File: src/rtl/dttf_pkg.sv
// shared types, constants and tables of the decimal text to fixed-point parser
package dttf_pkg;

    localparam int unsigned MAX_CHARS = 256;

    localparam int unsigned CHAR_W  = 8;
    localparam int unsigned COUNT_W = 9;
    localparam int unsigned INT_W   = 31;
    localparam int unsigned FRAC_W  = 32;
    localparam int unsigned VALUE_W = 64;
    localparam int unsigned PLACE_W = 4;

    localparam logic [COUNT_W-1:0] COUNT_TOP  = '1;
    localparam logic [PLACE_W-1:0] PLACE_NONE = PLACE_W'(0);
    localparam logic [PLACE_W-1:0] PLACE_TOP  = PLACE_W'(10);
    localparam logic [INT_W:0]     INT_MAX    = {1'b0, {INT_W{1'b1}}};

    localparam logic [CHAR_W-1:0] CH_ZERO  = 8'h30;
    localparam logic [CHAR_W-1:0] CH_NINE  = 8'h39;
    localparam logic [CHAR_W-1:0] CH_MINUS = 8'h2d;
    localparam logic [CHAR_W-1:0] CH_POINT = 8'h2e;
    localparam logic [CHAR_W-1:0] CH_PLUS  = 8'h2b;

    typedef enum logic [1:0] {
        ST_OK        = 2'd0,
        ST_TOO_LONG  = 2'd1,
        ST_SATURATED = 2'd2
    } t_status;

    typedef struct packed {
        logic       is_digit;
        logic [3:0] digit;
        logic       is_minus;
        logic       is_point;
        logic       is_plus;
    } t_char_class;

    typedef struct packed {
        logic signed [VALUE_W-1:0] value;
        logic                      is_number;
        t_status                   status;
    } t_result;

    // floor(2^32 / 10^k) for fraction digit k
    function automatic logic [FRAC_W-1:0] frac_weight(input logic [PLACE_W-1:0] place);
        logic [FRAC_W-1:0] w;
        case (place)
            4'd1:    w = 32'd429496729;
            4'd2:    w = 32'd42949672;
            4'd3:    w = 32'd4294967;
            4'd4:    w = 32'd429496;
            4'd5:    w = 32'd42949;
            4'd6:    w = 32'd4294;
            4'd7:    w = 32'd429;
            4'd8:    w = 32'd42;
            4'd9:    w = 32'd4;
            default: w = '0;
        endcase
        return w;
    endfunction

endpackage

File: src/rtl/decimal_text_to_fixed_parser.sv
// top level of the decimal text to signed q31.32 parser
//
//  channel | valid   | stall    | payload
//  --------+---------+----------+---------------------------------------
//  input   | i_valid | o_stall  | i_character[7:0], i_last
//  result  | o_valid | i_stall  | o_value[63:0], o_is_number, o_status[1:0]
//
// one character per cycle unless o_stall holds it; the path from a character to
// its result runs through the input register and the result register around the
// single update stage
// synchronous active-low reset clears the parse state and both valid bits
// a stalled result holds only characters marked last; others keep flowing
module decimal_text_to_fixed_parser #(
    parameter int unsigned MAX_CHARS = dttf_pkg::MAX_CHARS
) (
    input  logic                                 i_clk,
    input  logic                                 i_rst_n,
    input  logic                                 i_valid,
    output logic                                 o_stall,
    input  logic [dttf_pkg::CHAR_W-1:0]          i_character,
    input  logic                                 i_last,
    output logic                                 o_valid,
    input  logic                                 i_stall,
    output logic signed [dttf_pkg::VALUE_W-1:0]  o_value,
    output logic                                 o_is_number,
    output logic [1:0]                           o_status
);

    logic                        r_in_valid;
    logic [dttf_pkg::CHAR_W-1:0] r_in_char;
    logic                        r_in_last;
    logic                        r_out_valid;
    dttf_pkg::t_result           r_out;

    dttf_pkg::t_char_class char_class;
    dttf_pkg::t_result     result;
    logic                  out_free;
    logic                  step;
    logic                  in_take;

    assign out_free = !r_out_valid || !i_stall;
    assign step     = r_in_valid && (!r_in_last || out_free);
    assign o_stall  = r_in_valid && !step;
    assign in_take  = i_valid && !o_stall;

    dttf_classify u_classify (
        .i_character (r_in_char),
        .o_class     (char_class)
    );

    dttf_accum #(
        .MAX_CHARS (MAX_CHARS)
    ) u_accum (
        .i_clk    (i_clk),
        .i_rst_n  (i_rst_n),
        .i_step   (step),
        .i_last   (r_in_last),
        .i_class  (char_class),
        .o_result (result)
    );

    always_ff @(posedge i_clk) begin
        if (!i_rst_n) begin
            r_in_valid  <= 1'b0;
            r_out_valid <= 1'b0;
        end else begin
            r_in_valid <= in_take || (r_in_valid && !step);
            if (step && r_in_last) begin
                r_out_valid <= 1'b1;
            end else if (!i_stall) begin
                r_out_valid <= 1'b0;
            end
        end
    end

    always_ff @(posedge i_clk) begin
        if (in_take) begin
            r_in_char <= i_character;
            r_in_last <= i_last;
        end
        if (step && r_in_last) begin
            r_out <= result;
        end
    end

    assign o_valid     = r_out_valid;
    assign o_value     = r_out.value;
    assign o_is_number = r_out.is_number;
    assign o_status    = r_out.status;

endmodule

File: src/rtl/dttf_classify.sv
// character classifier: digit value and sign, point and plus detection
module dttf_classify (
    input  logic [dttf_pkg::CHAR_W-1:0] i_character,
    output dttf_pkg::t_char_class       o_class
);

    logic [dttf_pkg::CHAR_W-1:0] offset;

    assign offset = i_character - dttf_pkg::CH_ZERO;

    always_comb begin
        o_class.is_digit = (i_character >= dttf_pkg::CH_ZERO) &&
                           (i_character <= dttf_pkg::CH_NINE);
        o_class.digit    = offset[3:0];
        o_class.is_minus = (i_character == dttf_pkg::CH_MINUS);
        o_class.is_point = (i_character == dttf_pkg::CH_POINT);
        o_class.is_plus  = (i_character == dttf_pkg::CH_PLUS);
    end

endmodule

File: src/rtl/dttf_accum.sv
// running parse state: q31.32 magnitude, counters, flags and the final result
module dttf_accum #(
    parameter int unsigned MAX_CHARS = dttf_pkg::MAX_CHARS
) (
    input  logic                  i_clk,
    input  logic                  i_rst_n,
    input  logic                  i_step,
    input  logic                  i_last,
    input  dttf_pkg::t_char_class i_class,
    output dttf_pkg::t_result     o_result
);

    logic [dttf_pkg::INT_W-1:0]   r_int,   n_int;
    logic [dttf_pkg::FRAC_W-1:0]  r_frac,  n_frac;
    logic [dttf_pkg::COUNT_W-1:0] r_count, n_count;
    logic [dttf_pkg::PLACE_W-1:0] r_place, n_place;
    logic r_neg,  n_neg;
    logic r_plus, n_plus;
    logic r_inv,  n_inv;
    logic r_ovf,  n_ovf;

    logic [dttf_pkg::INT_W+3:0]  int_next;
    logic [dttf_pkg::FRAC_W+3:0] frac_prod;
    logic [dttf_pkg::VALUE_W-1:0] mag;

    assign int_next = ({4'b0, r_int} << 3) + ({4'b0, r_int} << 1)
                    + (dttf_pkg::INT_W+4)'(i_class.digit);
    assign frac_prod = (dttf_pkg::FRAC_W+4)'(i_class.digit)
                     * {4'b0, dttf_pkg::frac_weight(r_place)};

    always_comb begin
        n_int   = r_int;
        n_frac  = r_frac;
        n_place = r_place;
        n_neg   = r_neg;
        n_plus  = r_plus;
        n_inv   = r_inv;
        n_ovf   = r_ovf;
        if (!r_inv) begin
            if (i_class.is_digit) begin
                if (!r_ovf) begin
                    if (r_place == dttf_pkg::PLACE_NONE) begin
                        if (int_next > (dttf_pkg::INT_W+4)'(dttf_pkg::INT_MAX)) begin
                            n_int  = '1;
                            n_frac = '1;
                            n_ovf  = 1'b1;
                        end else begin
                            n_int = int_next[dttf_pkg::INT_W-1:0];
                        end
                    end else if (r_place < dttf_pkg::PLACE_TOP) begin
                        n_frac  = r_frac + frac_prod[dttf_pkg::FRAC_W-1:0];
                        n_place = r_place + 1'b1;
                    end
                end
            end else if (i_class.is_minus && (r_count == '0)) begin
                n_neg = 1'b1;
            end else if (i_class.is_point && (r_place == dttf_pkg::PLACE_NONE)) begin
                n_place = dttf_pkg::PLACE_W'(1);
            end else if (i_class.is_plus && !r_plus) begin
                n_plus = 1'b1;
            end else begin
                n_inv = 1'b1;
            end
        end
        n_count = (r_count == dttf_pkg::COUNT_TOP) ? r_count : r_count + 1'b1;
    end

    assign mag = {1'b0, n_int, n_frac};

    always_comb begin
        o_result.value     = '0;
        o_result.is_number = 1'b0;
        o_result.status    = dttf_pkg::ST_OK;
        if (n_count >= dttf_pkg::COUNT_W'(MAX_CHARS)) begin
            o_result.status = dttf_pkg::ST_TOO_LONG;
        end else if (!n_inv) begin
            o_result.is_number = 1'b1;
            o_result.value     = n_neg ? -mag : mag;
            if (n_ovf) begin
                o_result.status = dttf_pkg::ST_SATURATED;
            end
        end
    end

    always_ff @(posedge i_clk) begin
        if (!i_rst_n || (i_step && i_last)) begin
            r_int   <= '0;
            r_frac  <= '0;
            r_count <= '0;
            r_place <= dttf_pkg::PLACE_NONE;
            r_neg   <= 1'b0;
            r_plus  <= 1'b0;
            r_inv   <= 1'b0;
            r_ovf   <= 1'b0;
        end else if (i_step) begin
            r_int   <= n_int;
            r_frac  <= n_frac;
            r_count <= n_count;
            r_place <= n_place;
            r_neg   <= n_neg;
            r_plus  <= n_plus;
            r_inv   <= n_inv;
            r_ovf   <= n_ovf;
        end
    end

endmodule

File: config.mk
export PLATFORM = sky130hd
export DESIGN_NAME = decimal_text_to_fixed_parser
export DESIGN_NICKNAME = d
export VERILOG_FILES = /design/src/rtl/dttf_pkg.sv /design/src/rtl/decimal_text_to_fixed_parser.sv /design/src/rtl/dttf_classify.sv /design/src/rtl/dttf_accum.sv
export SDC_FILE = /design/constraint.sdc
export NUM_CORES = 1
export LEC_CHECK = 0
export BUFFER_PORTS_ARGS = -buffer_cell sky130_fd_sc_hd__buf_2
export CORE_MARGIN = 4
export CORE_UTILIZATION = 51
export DETAILED_ROUTE_END_ITERATION = 10
export PLACE_DENSITY = 0.79
export SYNTH_ARGS = -nofsm -noshare
export SYNTH_HDL_FRONTEND = slang
export SYNTH_SLANG_ARGS = --single-unit
File: constraint.sdc
create_clock -name i_clk -period 13.45 [get_ports i_clk]
set_clock_uncertainty 0.2 [all_clocks]
set_input_delay 1.345 -clock i_clk [delete_from_list [all_inputs] [get_ports i_clk]]
set_output_delay 1.345 -clock i_clk [all_outputs]
set_load 0.01 [all_outputs]
Word-level counts from Yosys, hierarchy flattened
Memory sizes are Yosys's and may differ from the RTL's. A register that Yosys moved wholly into a read port is not among the register bits.
Cells that the tools add are included.
{ "classes": {"addsub": 7, "mul": 1, "n_lt_le_gt_ge": 5, "eq_ne": 9, "muxes": 38, "bitwise": 5, "reduce_logical": 26} }
{ "op_table": {"columns": ["cell", "n"], "rows": [
  ["32-bit two-way mux", 6],
  ["31-bit two-way mux", 5],
  ["63-bit negator with 64-bit output", 1],
  ["63-bit two-way mux", 1],
  ["34-bit by 32-bit adder with 35-bit output", 1],
  ["35-bit by 4-bit adder with 35-bit output", 1],
  ["35-bit by 31-bit > comparator with 1-bit output (second input constant)", 1],
  ["32-bit adder", 1],
  ["4-bit by 32-bit multiplier with 32-bit output", 1],
  ["4-bit two-way mux", 8],
  ["8-bit by 6-bit == test with 1-bit output (second input constant)", 3],
  ["1-bit two-way mux", 15],
  ["9-bit by 1-bit adder with 9-bit output (second input constant)", 1],
  ["9-bit == test (second input constant)", 1],
  ["9-bit >= comparator (second input constant)", 1],
  ["9-bit logical NOT", 1],
  ["9-bit two-way mux", 1],
  ["8-bit by 6-bit >= comparator with 1-bit output (second input constant)", 1],
  ["8-bit by 6-bit less-or-equal comparator with 1-bit output (second input constant)", 1],
  ["1-bit logical AND", 8],
  ["1-bit logical NOT", 7],
  ["7-bit AND reduction", 1],
  ["2-bit != test (second input constant)", 3],
  ["6-bit AND reduction", 1],
  ["12 further kinds", 20]
]} }
{ "word_totals": {"ff_bits": 158, "romBits": 432, "input_bits": 13, "output_inout_bits": 69, "word_cells": 109, "mem_count": 1} }
{ "mem_list": {"columns": ["memory", "depth", "width", "rd", "rd_clocked_by_memory_dff", "write_ports", "line_no", "rtl"], "rows": [
  ["(name not given)", 16, 27, 1, 1, 0, "dttf_pkg.sv:47", "case (place)"]
]} }

Logic depth before layout (Yosys ltp)
Gate-level depths: netlist (run 1).
{ "logic_depth": {"depth_word": 10, "depth_mapped": 26, "depth_no_buf": 22} }

By module
Synthesis (run 1) repeated with hierarchy kept, for this count alone.
{ "hier_totals": {"hier_cells": 2082, "area_unflattened_um2": 17111.4} }
{ "modules_own_cells": {"columns": ["mod", "instances", "cells_each", "area_per_inst_um2"], "rows": [
  ["dttf_accum", 1, 1982, 14624.0],
  ["decimal_text_to_fixed_parser", 1, 87, 2377.3],
  ["dttf_classify", 1, 13, 110.1]
]} }

Least setup slack after synthesis (run 1)
Ideal clock, no wire load.
{ "synth_path": {"path_kind": "register to register", "start": "reg r_in_char[3] (netlist name)", "end": "reg r_out, in the netlist o_value[58] (data pin)", "setup_ps": 266, "arrival_ps": 5992, "required_ps": 12984, "setup_slack_ps": 6992, "path_stages_with_launch": 24, "n_path_buf": 2, "synth_period_minus_slack_ps": 6458, "path_cell_list": "edfxtp_1 inv_1 fa_1 fa_1 nand2b_1 a21oi_1 nor2_1 o31ai_1 o311ai_0 o211a_2 nor4_4 clkbuf_1 nor2_1 clkbuf_1 o22ai_1 ha_1 o21a_1 o21ai_0 a221oi_1 nor4b_4 nand4_4 o41ai_1 xor2_1 nor2_1"} }
{ "synth_between": {"elab_chain_cells": 10, "elab_cells_between_ends": 36} }
{ "synth_rtl": {"columns": ["element", "line_no", "rtl"], "rows": [
  ["from (decl)", "decimal_text_to_fixed_parser.sv:30", "logic [dttf_pkg::CHAR_W-1:0] r_in_char;"],
  ["from (signal assigned)", "decimal_text_to_fixed_parser.sv:78", "r_in_char <= i_character;"],
  ["4-bit by 1-bit subtractor with 4-bit output", "dttf_classify.sv:9", "assign offset = i_character - dttf_pkg::CH_ZERO;"],
  ["4-bit by 32-bit multiplier with 32-bit output or 35-bit by 4-bit adder with 35-bit output (tied branches)", "dttf_accum.sv:29, dttf_accum.sv:27", null],
  ["32-bit adder or 35-bit by 31-bit > comparator with 1-bit output (tied branches)", "dttf_accum.sv:51, dttf_accum.sv:43", null],
  ["32-bit two-way mux (tied with other cells)", "dttf_accum.sv:50", "end else if (r_place < dttf_pkg::PLACE_TOP) begin"],
  ["32-bit two-way mux or 31-bit two-way mux (tied branches)", "dttf_accum.sv:42", "if (r_place == dttf_pkg::PLACE_NONE) begin"],
  ["32-bit two-way mux or 31-bit two-way mux (tied branches)", "dttf_accum.sv:41", "if (!r_ovf) begin"],
  ["32-bit two-way mux or 31-bit two-way mux (tied branches)", "dttf_accum.sv:40", "if (i_class.is_digit) begin"],
  ["32-bit two-way mux or 31-bit two-way mux (tied branches)", "dttf_accum.sv:39", "if (!r_inv) begin"],
  ["63-bit negator with 64-bit output", "dttf_accum.sv:78", "o_result.value = n_neg ? -mag : mag;"],
  ["63-bit two-way mux", "dttf_accum.sv:78", null],
  ["to (signal assigned)", "decimal_text_to_fixed_parser.sv:82", "r_out <= result;"],
  ["to (decl)", "decimal_text_to_fixed_parser.sv:33", "dttf_pkg::t_result r_out;"]
]} }
Parallel ways exist; a longest one is shown, timed or not.
A chain may end at the register's enable or synchronous reset.

Worst setup path after layout (run 1)
{ "layout_path": {"start": "reg r_in_char[3] (netlist name)", "end": "reg r_out, in the netlist o_value[52] (data pin)"} }
Same word-level chain as after synthesis.

==> results of run 1 <==
## cell usage in the layout, fill, tap and decap left out, drive strengths merged, types with 39 or more instances in the layout
cell,Yosys,layout
and2,84,84
o21ai,109,109
buf,13,100
nand2,164,164
fa,77,77
xnor2,66,66
dfxtp,102,102
xor2,47,47
nor3,39,39
inv,177,182
edfxtp,76,76
a21oi,173,173
nor2,250,250
ha,118,118
## worst register-to-register path: stages, from the launching register on
cell and delay [ns]:
sky130_fd_sc_hd__edfxtp_1 0.75, sky130_fd_sc_hd__inv_1 0.21, sky130_fd_sc_hd__fa_1 0.57, sky130_fd_sc_hd__fa_1 0.48, sky130_fd_sc_hd__nand2b_1 0.18, sky130_fd_sc_hd__a21oi_1 0.41, sky130_fd_sc_hd__nor2_1 0.19, sky130_fd_sc_hd__o31ai_1 0.55
sky130_fd_sc_hd__o311ai_0 0.23, sky130_fd_sc_hd__o211a_2 0.24, sky130_fd_sc_hd__nor4_4 0.25, sky130_fd_sc_hd__buf_4 0.31, sky130_fd_sc_hd__nor2_1 0.08, sky130_fd_sc_hd__buf_4 0.20, sky130_fd_sc_hd__o22ai_1 0.25, sky130_fd_sc_hd__ha_1 0.24
sky130_fd_sc_hd__o21a_1 0.14, sky130_fd_sc_hd__o21ai_0 0.08, sky130_fd_sc_hd__a221oi_1 0.41, sky130_fd_sc_hd__nor4b_4 0.45, sky130_fd_sc_hd__nand4_4 0.41, sky130_fd_sc_hd__o41ai_1 0.63, sky130_fd_sc_hd__xnor2_1 0.18, sky130_fd_sc_hd__nor2_1 0.06
## area by class of cell
cell class                 instances  area [sq um]
clock buffer                      20           479
inverter                         177           664
clock inverter                    12           141
fill                            2856         13900
multi-input combinational       1543         11000
tap                              402           503
timing repair buffer             100           548
sequential                       178          4320
## Yosys cell counts (27+ instances only)
cell	number	area, sq um
sky130_fd_sc_hd__nor2_1	249	935
sky130_fd_sc_hd__inv_1	177	664
sky130_fd_sc_hd__a21oi_1	172	861
sky130_fd_sc_hd__nand2_1	164	616
sky130_fd_sc_hd__ha_1	118	1480
sky130_fd_sc_hd__o21ai_0	104	521
sky130_fd_sc_hd__dfxtp_1	102	2040
sky130_fd_sc_hd__and2_1	84	526
sky130_fd_sc_hd__clkbuf_1	79	297
sky130_fd_sc_hd__fa_1	77	1540
sky130_fd_sc_hd__edfxtp_1	76	2280
sky130_fd_sc_hd__xnor2_1	66	578
sky130_fd_sc_hd__xor2_1	47	412
sky130_fd_sc_hd__nand3_1	35	175
sky130_fd_sc_hd__nor3_1	35	175
sky130_fd_sc_hd__o22ai_1	27	169
## metal layers
layer | share of wire, % | vias to the layer above | global-route usage, %
met3 | 7.9 | 103 | 4.86
met5 | 0.027 | - | 0
met1 | 45 | 7106 | 37.6
met4 | 2.7 | 2 | 8.30
li1 | - | 7056 | -
met2 | 45 | 689 | 41.4
## through the flow
stage          total power [W]  hold slack [ns]  utilization (%)  instances  cell area [sq um]
4_1_cts                0.00119            0.269             55.8       2432              17600
5_1_grt                0.00122            0.288             55.8       2432              17600
3_3_place_gp          0.000668            0.254             53.9       2400              17000
6_report               0.00118            0.271             55.8       2432              17600
3_5_place_dp          0.000670            0.255             53.9       2400              17000
2_1_floorplan         0.000642            0.238                -       1991              16300
## worst paths after layout
| path | start | endpoint | slack [ns] | depth (start not counted) |
|---|---|---|---|---|
| max reg2reg | r_in_char[3] | o_value[52] | 5.46 | 23 |
| max | r_in_char[3] | o_value[52] | 5.46 | 23 |
| min reg2reg | u_accum.r_plus | u_accum.r_plus | 0.27 | 2 |
| min | u_accum.r_plus | u_accum.r_plus | 0.27 | 2 |
## logic make-up after synthesis
family                     after synthesis
xor gates and xnor gates               113
DFF                                    178
muxes                                    9
and+or+nand+nor                        692
buffers and inverters                  270
AOI/OAI and AO/OA                      534
adders and majority gates              195
## power by group through the flow
| stage | Sequential [W] | Clock [W] | Combinational (W) |
|---|---|---|---|
| floorplan | 0.000587 | 0 | 0.0000548 |
| global placement | 0.000589 | 0 | 0.0000791 |
| detailed placement | 0.000589 | 0 | 0.0000806 |
| CTS | 0.000577 | 0.000531 | 0.0000811 |
| global route | 0.000578 | 0.000551 | 0.0000891 |
| finish | 0.000577 | 0.000524 | 0.0000826 |
==> report_table.html, run 1 <==
<table>
<tr><th>Metric</th><th>Value</th></tr>
<tr><th colspan="2">Final layout</th></tr>
<tr><td>Share of layout cells above drive strength 1</td><td>under 10%</td></tr>
<tr><td>Area growth, synth to finish</td><td>8.06%</td></tr>
<tr><td>Layout Nets</td><td>approximately 2,200</td></tr>
<tr><td>ANT cells</td><td>0</td></tr>
<tr><th colspan="2">Synthesis</th></tr>
<tr><td>Synth cell types</td><td>97</td></tr>
<tr><td>Basic-gate share of the synthesized area counting and, or, nand and nor cells</td><td>about a fifth</td></tr>
<tr><td>Number of flops mapped to enable cells by yosys</td><td>76</td></tr>
<tr><td>Most used flip-flop cell after synthesis</td><td>sky130_fd_sc_hd__dfxtp_1</td></tr>
<tr><td>Area fraction in compound gates after synthesis</td><td>21.3%</td></tr>
<tr><td>Count of mapped cells out of synthesis</td><td>1,991</td></tr>
<tr><td>Fraction of the mapped netlist area in adder cells</td><td>about 19%</td></tr>
<tr><td>Proportion of synthesized flip-flops having asynchronous set or reset</td><td>0%</td></tr>
<tr><td>Mux contribution to synthesized area</td><td>less than 1%</td></tr>
<tr><td>Count of state elements after synthesis</td><td>178</td></tr>
<tr><td>Number of warnings reported in the yosys synthesis log</td><td>0</td></tr>
<tr><td>Dominant combinational cell family by area after synthesis</td><td>compound AO/OA/AOI/OAI gates</td></tr>
<tr><td>Xor/xnor cell area share of the yosys netlist</td><td>slightly above 6%</td></tr>
<tr><td>Net count after synthesis</td><td>2,199</td></tr>
<tr><td>Synthesized area</td><td>16,300 sq um</td></tr>
<tr><td>Synthesized area per cell</td><td>around 8.2 sq um</td></tr>
<tr><td>Seq/Total Area, Yosys</td><td>26.5%</td></tr>
<tr><th colspan="2">Clocking</th></tr>
<tr><td>Clock latency at the later pin of the worst-skew pair</td><td>0.44 ns</td></tr>
<tr><td>Clock transition at the registers of the reported paths</td><td>0.07 ns</td></tr>
<tr><td>Total clock buffers created by CTS</td><td>17</td></tr>
<tr><td>Number of H-tree levels</td><td>4</td></tr>
<tr><td>CTS sink count</td><td>178</td></tr>
<tr><td>Deepest clock path buffer count</td><td>2</td></tr>
<tr><td>Clock tree from TritonCTS</td><td>built</td></tr>
<tr><td>CTS resizes</td><td>0</td></tr>
<tr><td>Post-cts hold buffer count</td><td>0</td></tr>
<tr><td>Buffers inserted during post-CTS setup optimization</td><td>0</td></tr>
<tr><td>Root Buffer</td><td>sky130_fd_sc_hd__clkbuf_16</td></tr>
<tr><th colspan="2">Worst setup path</th></tr>
<tr><td>Sort of element at the end of the critical path</td><td>register</td></tr>
<tr><td>Cell at the slowest stage of the critical path</td><td>sky130_fd_sc_hd__edfxtp_1</td></tr>
<tr><td>Buffers and inverters on the worst path</td><td>3</td></tr>
<tr><td>Most common cell on crit path</td><td>sky130_fd_sc_hd__nor2_1</td></tr>
<tr><td>Slowest stage delay, CP</td><td>0.75 ns</td></tr>
<tr><td>Worst EP arrival</td><td>7.95 ns</td></tr>
<tr><td>Family with the most delay on the worst path</td><td>compound AO/OA/AOI/OAI gates</td></tr>
<tr><td>Critical Path Source Type</td><td>register</td></tr>
<tr><td>Worst Path Class, Setup</td><td>reg2reg</td></tr>
<tr><td>Endpoint required time on the critical path</td><td>about 13 ns</td></tr>
<tr><td>Cells along the critical path</td><td>inv_1, fa_1, fa_1, nand2b_1, a21oi_1, nor2_1, o31ai_1, o311ai_0, o211a_2, nor4_4, buf_4, nor2_1, buf_4, o22ai_1, ha_1, o21a_1, o21ai_0, a221oi_1, nor4b_4, nand4_4, o41ai_1, xnor2_1, nor2_1</td></tr>
<tr><td>Max FO, Critical Path</td><td>22</td></tr>
<tr><th colspan="2">Pwr</th></tr>
<tr><td>Net switching power of the design</td><td>0.000292 W</td></tr>
<tr><td>Flop pwr share</td><td>48.8%</td></tr>
<tr><td>Switch share</td><td>about a quarter</td></tr>
<tr><td>Clk pwr share</td><td>44.3%</td></tr>
<tr><td>Internal Pwr Total</td><td>0.000892 W</td></tr>
<tr><td>Power per cell area</td><td>67.2 nW/um^2</td></tr>
<tr><td>Worst IR drop on VDD</td><td>just over 0.09 mV</td></tr>
<tr><td>Pleak</td><td>roughly 7.6 nW</td></tr>
<tr><td>Part of the total power dissipated in combinational logic</td><td>around 7.0%</td></tr>
<tr><th colspan="2">Global routing</th></tr>
<tr><td>Congestion Overflow GR</td><td>0</td></tr>
<tr><td>Via count of the first global-routing pass</td><td>14,100</td></tr>
<tr><td>Antenna violations before repair</td><td>1</td></tr>
<tr><td>Global-route wire length before repair</td><td>75.9 mm</td></tr>
<tr><td>Total Routing Usage GR</td><td>26.5%</td></tr>
<tr><td>Largest net degree at the start of global routing</td><td>90</td></tr>
<tr><th colspan="2">STA</th></tr>
<tr><td>Transition at the pin with the smallest max-transition slack</td><td>1.15 ns</td></tr>
<tr><td>Peak Freq</td><td>125 MHz</td></tr>
<tr><td>RSZ-0062 raised after global routing</td><td>no</td></tr>
<tr><td>Rel. slew slack</td><td>23.4%</td></tr>
<tr><td>Setup ws final</td><td>5.46 ns</td></tr>
<tr><td>Number of setup violations in the final report</td><td>0</td></tr>
<tr><td>Share of the clock period used by the worst path after layout</td><td>around 60%</td></tr>
<tr><td>Number of slew-limit violations in the final report</td><td>0</td></tr>
<tr><td>Time the final worst path needs with I/O delays and setup</td><td>~8.0 ns</td></tr>
<tr><td>Final total negative setup slack</td><td>0 ns</td></tr>
<tr><td>Number of failing hold endpoints at the final stage</td><td>0</td></tr>
<tr><th colspan="2">Floorplanning</th></tr>
<tr><td>Number of top-level pins</td><td>82</td></tr>
<tr><td>Placeable core region</td><td>31,600 sq um</td></tr>
<tr><td>Die H</td><td>187 microns</td></tr>
<tr><td>Area of the die</td><td>around 35,000 sq um</td></tr>
<tr><td>Starting density of the core</td><td>51.7%</td></tr>
<tr><td>Floorplan die width</td><td>187 microns</td></tr>
<tr><td>Standard-cell rows</td><td>65</td></tr>
<tr><th colspan="2">Routing</th></tr>
<tr><td>Final routed DRC violation total</td><td>0</td></tr>
<tr><td>Iter 0 DRT Violations</td><td>1,496</td></tr>
<tr><td>Antenna-violating nets left</td><td>0</td></tr>
<tr><td>DR vias</td><td>approximately 15,000</td></tr>
<tr><td>Final routed wirelength across all metal layers</td><td>47.6 mm</td></tr>
<tr><td>Routed length per instance</td><td>~20 microns</td></tr>
<tr><td>DRT Pass-1 Iters</td><td>8</td></tr>
<tr><td>Via-to-Cell Ratio</td><td>a little over 6</td></tr>
<tr><th colspan="2">Run status</th></tr>
<tr><td>Outcome</td><td>finished, final reports clean</td></tr>
<tr><th colspan="2">Placed design</th></tr>
<tr><td>Port Buffers</td><td>81</td></tr>
<tr><td>Post-placement worst setup slack</td><td>roughly 5.7 ns</td></tr>
<tr><td>Post-detailed-placement half-perimeter wirelength</td><td>36.6 mm</td></tr>
<tr><td>Routability-driven placement congestion ratio</td><td>around 0.98</td></tr>
<tr><th colspan="2">Job</th></tr>
<tr><td>Maxcap violations</td><td>0</td></tr>
<tr><th colspan="2">Hold path</th></tr>
<tr><td>Classification of the worst-slack hold path</td><td>reg2reg</td></tr>
</table>
(Power assumes the default switching activity.)
==> run 2, diff against run 1 <==
==> constraint.sdc (replaced) <==
create_clock -name i_clk -period 7.5 [get_ports i_clk]
set_clock_uncertainty 0.2 [all_clocks]
set_input_delay 0.75 -clock i_clk [delete_from_list [all_inputs] [get_ports i_clk]]
set_output_delay 0.75 -clock i_clk [all_outputs]
set_load 0.01 [all_outputs]
==> report_table.html, run 2 (same netlist as run 1, synthesis figures left out) <==
<table>
<tr><th>Metric</th><th>Value</th></tr>
<tr><th colspan="2">Run status</th></tr>
<tr><td>Outcome</td><td>finished, final reports clean</td></tr>
<tr><th colspan="2">STA</th></tr>
<tr><td>Share of the clock period used by the worst path after layout</td><td>96.2% (+37 points)</td></tr>
<tr><td>Number of slew-limit violations in the final report</td><td>0 (unchanged)</td></tr>
<tr><td>Time the final worst path needs with I/O delays and setup</td><td>7.21 ns (-0.775 ns)</td></tr>
<tr><td>Hold_ws</td><td>0.272 ns (+0.000927 ns)</td></tr>
<tr><td>Number of failing hold endpoints at the final stage</td><td>0 (unchanged)</td></tr>
<tr><td>Rel. slew slack</td><td>29.0% (+5.6 points)</td></tr>
<tr><td>Number of setup violations in the final report</td><td>0 (unchanged)</td></tr>
<tr><td>Transition at the pin with the smallest max-transition slack</td><td>1.07 ns (-0.0840 ns)</td></tr>
<tr><td>Peak Freq</td><td>139 MHz (+11%)</td></tr>
<tr><th colspan="2">Floorplanning</th></tr>
<tr><td>Starting density of the core</td><td>51.7% (unchanged)</td></tr>
<tr><td>Placeable core region</td><td>31,600 sq um (unchanged)</td></tr>
<tr><td>Standard-cell rows</td><td>65 (unchanged)</td></tr>
<tr><td>Number of top-level pins</td><td>82 (unchanged)</td></tr>
<tr><td>Area of the die</td><td>34,900 sq um (unchanged)</td></tr>
<tr><td>Floorplan die width</td><td>187 microns (unchanged)</td></tr>
<tr><td>Die H</td><td>187 microns (unchanged)</td></tr>
<tr><th colspan="2">Clocking</th></tr>
<tr><td>Post-cts hold buffer count</td><td>0 (unchanged)</td></tr>
<tr><td>Clock latency at the later pin of the worst-skew pair</td><td>0.45 ns (about the same)</td></tr>
<tr><td>Clock transition at the registers of the reported paths</td><td>0.07 ns (about the same)</td></tr>
<tr><td>CTS sink count</td><td>178 (unchanged)</td></tr>
<tr><td>Clock tree from TritonCTS</td><td>built</td></tr>
<tr><td>Total clock buffers created by CTS</td><td>17 (unchanged)</td></tr>
<tr><td>Root Buffer</td><td>sky130_fd_sc_hd__clkbuf_16</td></tr>
<tr><td>Number of H-tree levels</td><td>4 (unchanged)</td></tr>
<tr><td>Deepest clock path buffer count</td><td>2 (unchanged)</td></tr>
<tr><th colspan="2">Pwr</th></tr>
<tr><td>Pleak</td><td>7.66 nW (+0.99%)</td></tr>
<tr><td>Power per cell area</td><td>117 nW/um^2 (+75%)</td></tr>
<tr><td>Worst IR drop on VDD</td><td>0.163 mV (+79%)</td></tr>
<tr><td>Power, Total</td><td>0.00208 W (+76%)</td></tr>
<tr><th colspan="2">Routing</th></tr>
<tr><td>Final routed wirelength across all metal layers</td><td>46.9 mm (-1.6%)</td></tr>
<tr><td>Iter 0 DRT Violations</td><td>1,540 (+2.9%)</td></tr>
<tr><td>DR vias</td><td>15,100 (+1.0%)</td></tr>
<tr><td>Routed length per instance</td><td>19.1 microns (-2.4%)</td></tr>
<tr><td>DRT Pass-1 Iters</td><td>6 (-2)</td></tr>
<tr><td>Via-to-Cell Ratio</td><td>6.16 (+0.19%)</td></tr>
<tr><td>Final routed DRC violation total</td><td>0 (unchanged)</td></tr>
<tr><td>Antenna-violating nets left</td><td>0 (unchanged)</td></tr>
<tr><th colspan="2">Global routing</th></tr>
<tr><td>Via count of the first global-routing pass</td><td>14,200 (+0.75%)</td></tr>
<tr><td>Antenna violations before repair</td><td>0 (-1)</td></tr>
<tr><td>Largest net degree at the start of global routing</td><td>91 (+1.1%)</td></tr>
<tr><td>Global-route wire length before repair</td><td>75.5 mm (-0.45%)</td></tr>
<tr><td>Congestion Overflow GR</td><td>0 (unchanged)</td></tr>
<tr><td>Total Routing Usage GR</td><td>26.2% (-0.31 points)</td></tr>
<tr><th colspan="2">Worst setup path</th></tr>
<tr><td>Worst EP arrival</td><td>7.19 ns (-0.76 ns)</td></tr>
<tr><td>Most common cell on crit path</td><td>sky130_fd_sc_hd__fa_1</td></tr>
<tr><td>Sort of element at the end of the critical path</td><td>register</td></tr>
<tr><td>Cell at the slowest stage of the critical path</td><td>sky130_fd_sc_hd__fa_1</td></tr>
<tr><td>Critical Path Source Type</td><td>register</td></tr>
<tr><td>Worst R2R Setup Slack</td><td>0.29 ns (-5.17 ns)</td></tr>
<tr><td>Worst Path Class, Setup</td><td>reg2reg</td></tr>
<tr><td>Endpoint required time on the critical path</td><td>7.48 ns (-5.93 ns)</td></tr>
<tr><td>Max FO, Critical Path</td><td>17 (-23%)</td></tr>
<tr><td>Slowest stage delay, CP</td><td>0.62 ns (-0.13 ns)</td></tr>
<tr><td>Cells along the critical path</td><td>buf_4, and2_1, fa_1, fa_1, fa_1, ha_1, o211ai_1, o211ai_1, a21oi_1, o21ai_0, xnor2_1, nand2_1, a221oi_1, o311ai_2, a211oi_4, nand4_4, o41ai_1, xor2_1, nor2_1</td></tr>
<tr><th colspan="2">Final layout</th></tr>
<tr><td>Share of layout cells above drive strength 1</td><td>10.2% (+1.0 points)</td></tr>
<tr><td>Non-filler cells in the finished layout</td><td>2,452 (+0.82%)</td></tr>
<tr><td>Leading cell types in the layout, fill and taps excluded</td><td>sky130_fd_sc_hd__nor2_1, sky130_fd_sc_hd__inv_1, sky130_fd_sc_hd__a21oi_1, sky130_fd_sc_hd__nand2_1, sky130_fd_sc_hd__ha_1</td></tr>
<tr><td>Layout Nets</td><td>2,244 (+0.85%)</td></tr>
<tr><td>Most common library cell in the layout ignoring fill and taps</td><td>sky130_fd_sc_hd__nor2_1</td></tr>
<tr><td>Area growth, synth to finish</td><td>8.79%</td></tr>
<tr><td>Post-layout util</td><td>56.2% (+0.38 points)</td></tr>
<tr><th colspan="2">Placed design</th></tr>
<tr><td>Port Buffers</td><td>81 (unchanged)</td></tr>
<tr><td>Cell count after placement</td><td>2,413 (+0.54%)</td></tr>
<tr><td>Post-detailed-placement half-perimeter wirelength</td><td>35.9 mm (-2.1%)</td></tr>
<tr><td>Routability-driven placement congestion ratio</td><td>0.972 (-0.80%)</td></tr>
<tr><th colspan="2">Job</th></tr>
<tr><td>Maxcap violations</td><td>0 (unchanged)</td></tr>
<tr><th colspan="2">Hold path</th></tr>
<tr><td>Classification of the worst-slack hold path</td><td>in2reg</td></tr>
</table>
==> run 2: final cells by class <==
cell class,count,area [sq um]
Multi-Input combinational cell,1543,11000
Clock inverter,13,126
Sequential cell,178,4320
Antenna cell,1,2.50
Tap cell,402,503
Inverter,177,664
Clock buffer,19,454
Fill cell,2841,13800
Timing Repair Buffer,119,691
==> run 2: repair_timing <==
item	in CTS	in global routing
setup endpoints to repair	0	35
resized for setup	0	3
buffers inserted	0	6
==> run 2: final timing paths <==
check | startpoint | end | depth (start not counted)
min reg2reg | u_accum.r_plus | u_accum.r_plus | 2
max reg2reg | r_in_char[3] | o_value[61] | 19
min | i_character[7] | r_in_char[7] | 1
max | r_in_char[3] | o_value[61] | 19
==> run 2: stage by stage <==
stage                     worst slack, ns  TNS, ns  cell area [sq um]
after global routing              -0.0289  -0.0483              17700
after CTS                           0.193        0              17700
after global placement              0.296        0              17100
after floorplan                      1.04        0              16300
final                               0.287        0              17700
after detailed placement            0.191        0              17100
==> run 2: routing by layer <==
metal  vias to the layer above  GRT usage [%]  routed length (microns)
met2                       750           40.6                    20600
met3                       114           4.15                     3910
met4                         0           8.33                     1370
li1                       7101              -                        -
met5                         -              0                        0
met1                      7143           37.9                    21000
==> run 2: power by group <==
group / switching [W] / leakage [nW] / internal, W
Clock: 0.000434 / 0.282 / 0.000461
Sequential: 0.0000115 / 1.55 / 0.00102
Combinational: 0.000111 / 5.83 / 0.0000456
Total: 0.000557 / 7.66 / 0.00153
==> run 2: critical path: cells and delay by family, from the launching register on <==
family	cells	cell delay, ns
AOI/OAI and AO/OA	8	2.75
adders and majority gates	4	1.95
and+or+nand+nor	4	0.78
DFF	1	0.58
xor gates and xnor gates	2	0.40
buffers and inverters	1	0.27
==> run 3, diff against run 2 <==
--- a/config.mk
+++ b/config.mk
@@ -9,6 +9,7 @@
 export CORE_MARGIN = 4
 export CORE_UTILIZATION = 51
 export DETAILED_ROUTE_END_ITERATION = 10
+export GPL_TIMING_DRIVEN = 0
 export PLACE_DENSITY = 0.79
 export SYNTH_ARGS = -nofsm -noshare
 export SYNTH_HDL_FRONTEND = slang
==> report_table.html, run 3 (same netlist as run 1, synthesis figures left out) <==
<table>
<tr><th>Metric</th><th>Value</th></tr>
<tr><th colspan="2">Run status</th></tr>
<tr><td>Outcome</td><td>finished, final reports clean</td></tr>
<tr><th colspan="2">Pwr</th></tr>
<tr><td>Power per cell area</td><td>118 nW/um^2 (+0.71%)</td></tr>
<tr><td>Pleak</td><td>7.71 nW (+0.64%)</td></tr>
<tr><td>Switch share</td><td>27.4% (+0.72 points)</td></tr>
<tr><td>Worst IR drop on VDD</td><td>0.164 mV (+0.41%)</td></tr>
<tr><td>Part of the total power dissipated in combinational logic</td><td>8.1% (+0.6 points)</td></tr>
<tr><td>Flop pwr share</td><td>48.4% (-1.1 points)</td></tr>
<tr><td>Internal Pwr Total</td><td>0.00154 W (+0.98%)</td></tr>
<tr><td>Net switching power of the design</td><td>0.000583 W (+4.7%)</td></tr>
<tr><td>Clk pwr share</td><td>43.5% (+0.5 points)</td></tr>
<tr><th colspan="2">Hold path</th></tr>
<tr><td>Worst Hold Endpoint</td><td>r_in_char[1]</td></tr>
<tr><td>Cell depth of the worst hold path</td><td>1 (unchanged)</td></tr>
<tr><td>Classification of the worst-slack hold path</td><td>in2reg</td></tr>
<tr><td>Launch instance of the worst min-delay path</td><td>i_character[1]</td></tr>
<tr><th colspan="2">Floorplanning</th></tr>
<tr><td>Die H</td><td>187 microns (unchanged)</td></tr>
<tr><td>Standard-cell rows</td><td>65 (unchanged)</td></tr>
<tr><td>Starting density of the core</td><td>51.7% (unchanged)</td></tr>
<tr><td>Area of the die</td><td>34,900 sq um (unchanged)</td></tr>
<tr><td>Floorplan die width</td><td>187 microns (unchanged)</td></tr>
<tr><td>Number of top-level pins</td><td>82 (unchanged)</td></tr>
<tr><td>Placeable core region</td><td>31,600 sq um (unchanged)</td></tr>
<tr><th colspan="2">STA</th></tr>
<tr><td>Number of failing hold endpoints at the final stage</td><td>0 (unchanged)</td></tr>
<tr><td>Number of slew-limit violations in the final report</td><td>0 (unchanged)</td></tr>
<tr><td>Final total negative setup slack</td><td>0 ns (unchanged)</td></tr>
<tr><td>Number of setup violations in the final report</td><td>0 (unchanged)</td></tr>
<tr><td>Rel. slew slack</td><td>26.1% (-2.9 points)</td></tr>
<tr><td>Time the final worst path needs with I/O delays and setup</td><td>7.24 ns (+0.0231 ns)</td></tr>
<tr><td>Peak Freq</td><td>138 MHz (-0.32%)</td></tr>
<tr><td>Share of the clock period used by the worst path after layout</td><td>96.5% (+0.31 points)</td></tr>
<tr><td>RSZ-0062 raised after global routing</td><td>no</td></tr>
<tr><td>Setup ws final</td><td>0.264 ns (-0.0231 ns)</td></tr>
<tr><td>Transition at the pin with the smallest max-transition slack</td><td>1.11 ns (+0.0432 ns)</td></tr>
<tr><th colspan="2">Routing</th></tr>
<tr><td>DR vias</td><td>15,700 (+3.7%)</td></tr>
<tr><td>Routed length per instance</td><td>20.5 microns (+7.3%)</td></tr>
<tr><td>Via-to-Cell Ratio</td><td>6.24 (+1.2%)</td></tr>
<tr><td>Iter 0 DRT Violations</td><td>2,126 (+38%)</td></tr>
<tr><td>Final routed DRC violation total</td><td>0 (unchanged)</td></tr>
<tr><td>Final routed wirelength across all metal layers</td><td>51.5 mm (+9.9%)</td></tr>
<tr><td>DRT Pass-1 Iters</td><td>7 (+1)</td></tr>
<tr><td>Antenna-violating nets left</td><td>0 (unchanged)</td></tr>
<tr><th colspan="2">Clocking</th></tr>
<tr><td>Clock tree from TritonCTS</td><td>built</td></tr>
<tr><td>Root Buffer</td><td>sky130_fd_sc_hd__clkbuf_16</td></tr>
<tr><td>Post-cts hold buffer count</td><td>0 (unchanged)</td></tr>
<tr><td>Total clock buffers created by CTS</td><td>17 (unchanged)</td></tr>
<tr><td>CTS sink count</td><td>178 (unchanged)</td></tr>
<tr><td>Deepest clock path buffer count</td><td>2 (unchanged)</td></tr>
<tr><td>Number of H-tree levels</td><td>4 (unchanged)</td></tr>
<tr><td>Clock latency at the later pin of the worst-skew pair</td><td>0.46 ns (about the same)</td></tr>
<tr><td>Clock transition at the registers of the reported paths</td><td>0.07 ns (about the same)</td></tr>
<tr><th colspan="2">Worst setup path</th></tr>
<tr><td>Worst Path Class, Setup</td><td>reg2reg</td></tr>
<tr><td>Endpoint required time on the critical path</td><td>7.50 ns (+0.02 ns)</td></tr>
<tr><td>Worst EP arrival</td><td>7.24 ns (+0.05 ns)</td></tr>
<tr><td>Worst reg2reg path endpoint</td><td>o_value[49]</td></tr>
<tr><td>Max FO, Critical Path</td><td>10 (-7)</td></tr>
<tr><td>Critical Path Source Type</td><td>register</td></tr>
<tr><td>Instance count on the critical path</td><td>22 (+3)</td></tr>
<tr><td>Slowest stage delay, CP</td><td>0.57 ns (-0.05 ns)</td></tr>
<tr><td>Cells along the critical path</td><td>clkbuf_2, and2_1, fa_1, fa_1, inv_1, fa_1, inv_1, ha_1, clkbuf_1, a21oi_2, o21ai_1, a221oi_1, nand4_1, a221oi_1, xnor2_1, mux2i_1, o211a_2, nor3_4, nand4b_1, o41ai_1, xor2_1, nor2_1</td></tr>
<tr><td>R2r worst-path depth</td><td>22 (+3)</td></tr>
<tr><td>Sort of element at the end of the critical path</td><td>register</td></tr>
<tr><td>Worst R2R Setup Slack</td><td>0.26 ns (-0.02 ns)</td></tr>
<tr><td>Family with the most delay on the worst path</td><td>compound AO/OA/AOI/OAI gates</td></tr>
<tr><td>Buffers and inverters on the worst path</td><td>4 (+3)</td></tr>
<tr><td>Cell at the slowest stage of the critical path</td><td>sky130_fd_sc_hd__o41ai_1</td></tr>
<tr><td>Reg-to-reg startpoint</td><td>r_in_char[1]</td></tr>
<tr><td>Most common cell on crit path</td><td>sky130_fd_sc_hd__fa_1</td></tr>
<tr><th colspan="2">Global routing</th></tr>
<tr><td>Largest net degree at the start of global routing</td><td>49 (-46%)</td></tr>
<tr><td>Via count of the first global-routing pass</td><td>14,700 (+3.6%)</td></tr>
<tr><td>Antenna violations before repair</td><td>0 (unchanged)</td></tr>
<tr><td>Total Routing Usage GR</td><td>28.6% (+2.4 points)</td></tr>
<tr><td>Congestion Overflow GR</td><td>0 (unchanged)</td></tr>
<tr><td>Global-route wire length before repair</td><td>80.8 mm (+7.0%)</td></tr>
<tr><th colspan="2">Placed design</th></tr>
<tr><td>Post-placement worst setup slack</td><td>-1.21 ns (-1.40 ns)</td></tr>
<tr><td>Routability-driven placement congestion ratio</td><td>0.993 (+2.2%)</td></tr>
<tr><td>Port Buffers</td><td>81 (unchanged)</td></tr>
<tr><td>Post-detailed-placement half-perimeter wirelength</td><td>40.6 mm (+13%)</td></tr>
<tr><th colspan="2">Job</th></tr>
<tr><td>Maxcap violations</td><td>0 (unchanged)</td></tr>
<tr><th colspan="2">Final layout</th></tr>
<tr><td>Leading cell types in the layout, fill and taps excluded</td><td>sky130_fd_sc_hd__nor2_1, sky130_fd_sc_hd__inv_1, sky130_fd_sc_hd__a21oi_1, sky130_fd_sc_hd__nand2_1, sky130_fd_sc_hd__ha_1</td></tr>
<tr><td>Layout Nets</td><td>2,304 (+2.7%)</td></tr>
<tr><td>Share of layout cells above drive strength 1</td><td>9.77% (-0.43 points)</td></tr>
<tr><td>ANT cells</td><td>0 (-1)</td></tr>
<tr><td>Fill count</td><td>2,892 (+1.8%)</td></tr>
<tr><td>Most common library cell in the layout ignoring fill and taps</td><td>sky130_fd_sc_hd__nor2_1</td></tr>
<tr><td>Area growth, synth to finish</td><td>10.2%</td></tr>
</table>
## run 3: cell types whose count changed in the layout (fill, tap and decap cells not counted), moves of 8 or more
cell                       delta
sky130_fd_sc_hd__clkbuf_1    +68
sky130_fd_sc_hd__buf_4       -30
sky130_fd_sc_hd__buf_2        +9
sky130_fd_sc_hd__clkbuf_2     +8
## run 3: cell type report
class                   count  area [sq um]  share of cell area (%)
clock inverters            15           168                   0.933
flip-flops and latches    178          4320                    24.1
clock buffers              17           425                    2.37
repair buffers             88           470                    2.62
plain buffers              91           378                    2.10
multi-input cells        1543         11000                    61.4
inverters                 177           664                    3.70
well taps                 402           503                    2.80
## run 3: per-layer routing
metal	track usage [%]	wire length [microns]	part of all wire (%)	vias to the layer above
met4	11.3	1890	3.7	0
met3	5.74	5370	10	145
met2	42.9	22200	43	928
li1	-	-	-	7205
met1	40.8	22000	43	7386
met5	0	0	0	-
## run 3: worst max-delay path by stage
stage / startpoint / to / slack (ns)
global placement: r_in_char[3] / o_value[50] / -1.14
CTS: r_in_char[2] / o_value[60] / 0.05
global route: r_in_char[1] / o_value[60] / 0.005
detailed placement: r_in_char[3] / o_value[48] / -1.21
finish: r_in_char[1] / o_value[49] / 0.26
floorplan: r_in_char[3] / o_value[58] / 1.04
## run 3: power groups by stage
stage | clock network (W) | logic (W) | registers [W]
after floorplan | 0 | 0.0000983 | 0.00105
after global placement | 0 | 0.000156 | 0.00105
after detailed placement | 0 | 0.000161 | 0.00105
after CTS | 0.000924 | 0.000162 | 0.00103
after global routing | 0.000962 | 0.000183 | 0.00103
final | 0.000924 | 0.000173 | 0.00103
## run 3: metrics by stage
| stage | cell area (sq um) | cells | hold WS (ns) | power [W] | util, % |
|---|---|---|---|---|---|
| after global placement | 17200 | 2474 | 0.249 | 0.00121 | 54.5 |
| after CTS | 17900 | 2509 | 0.264 | 0.00211 | 56.6 |
| after detailed placement | 17200 | 2475 | 0.276 | 0.00121 | 54.6 |
| after floorplan | 16300 | 1991 | 0.238 | 0.00115 | - |
| final | 18000 | 2511 | 0.274 | 0.00212 | 56.9 |
| after global routing | 18000 | 2511 | 0.264 | 0.00217 | 56.9 |
## run 3: repair_timing
action	CTS	global route
buffers inserted	2	4
pin swaps	2	2
gates resized for setup	10	23
setup endpoints to repair	33	43
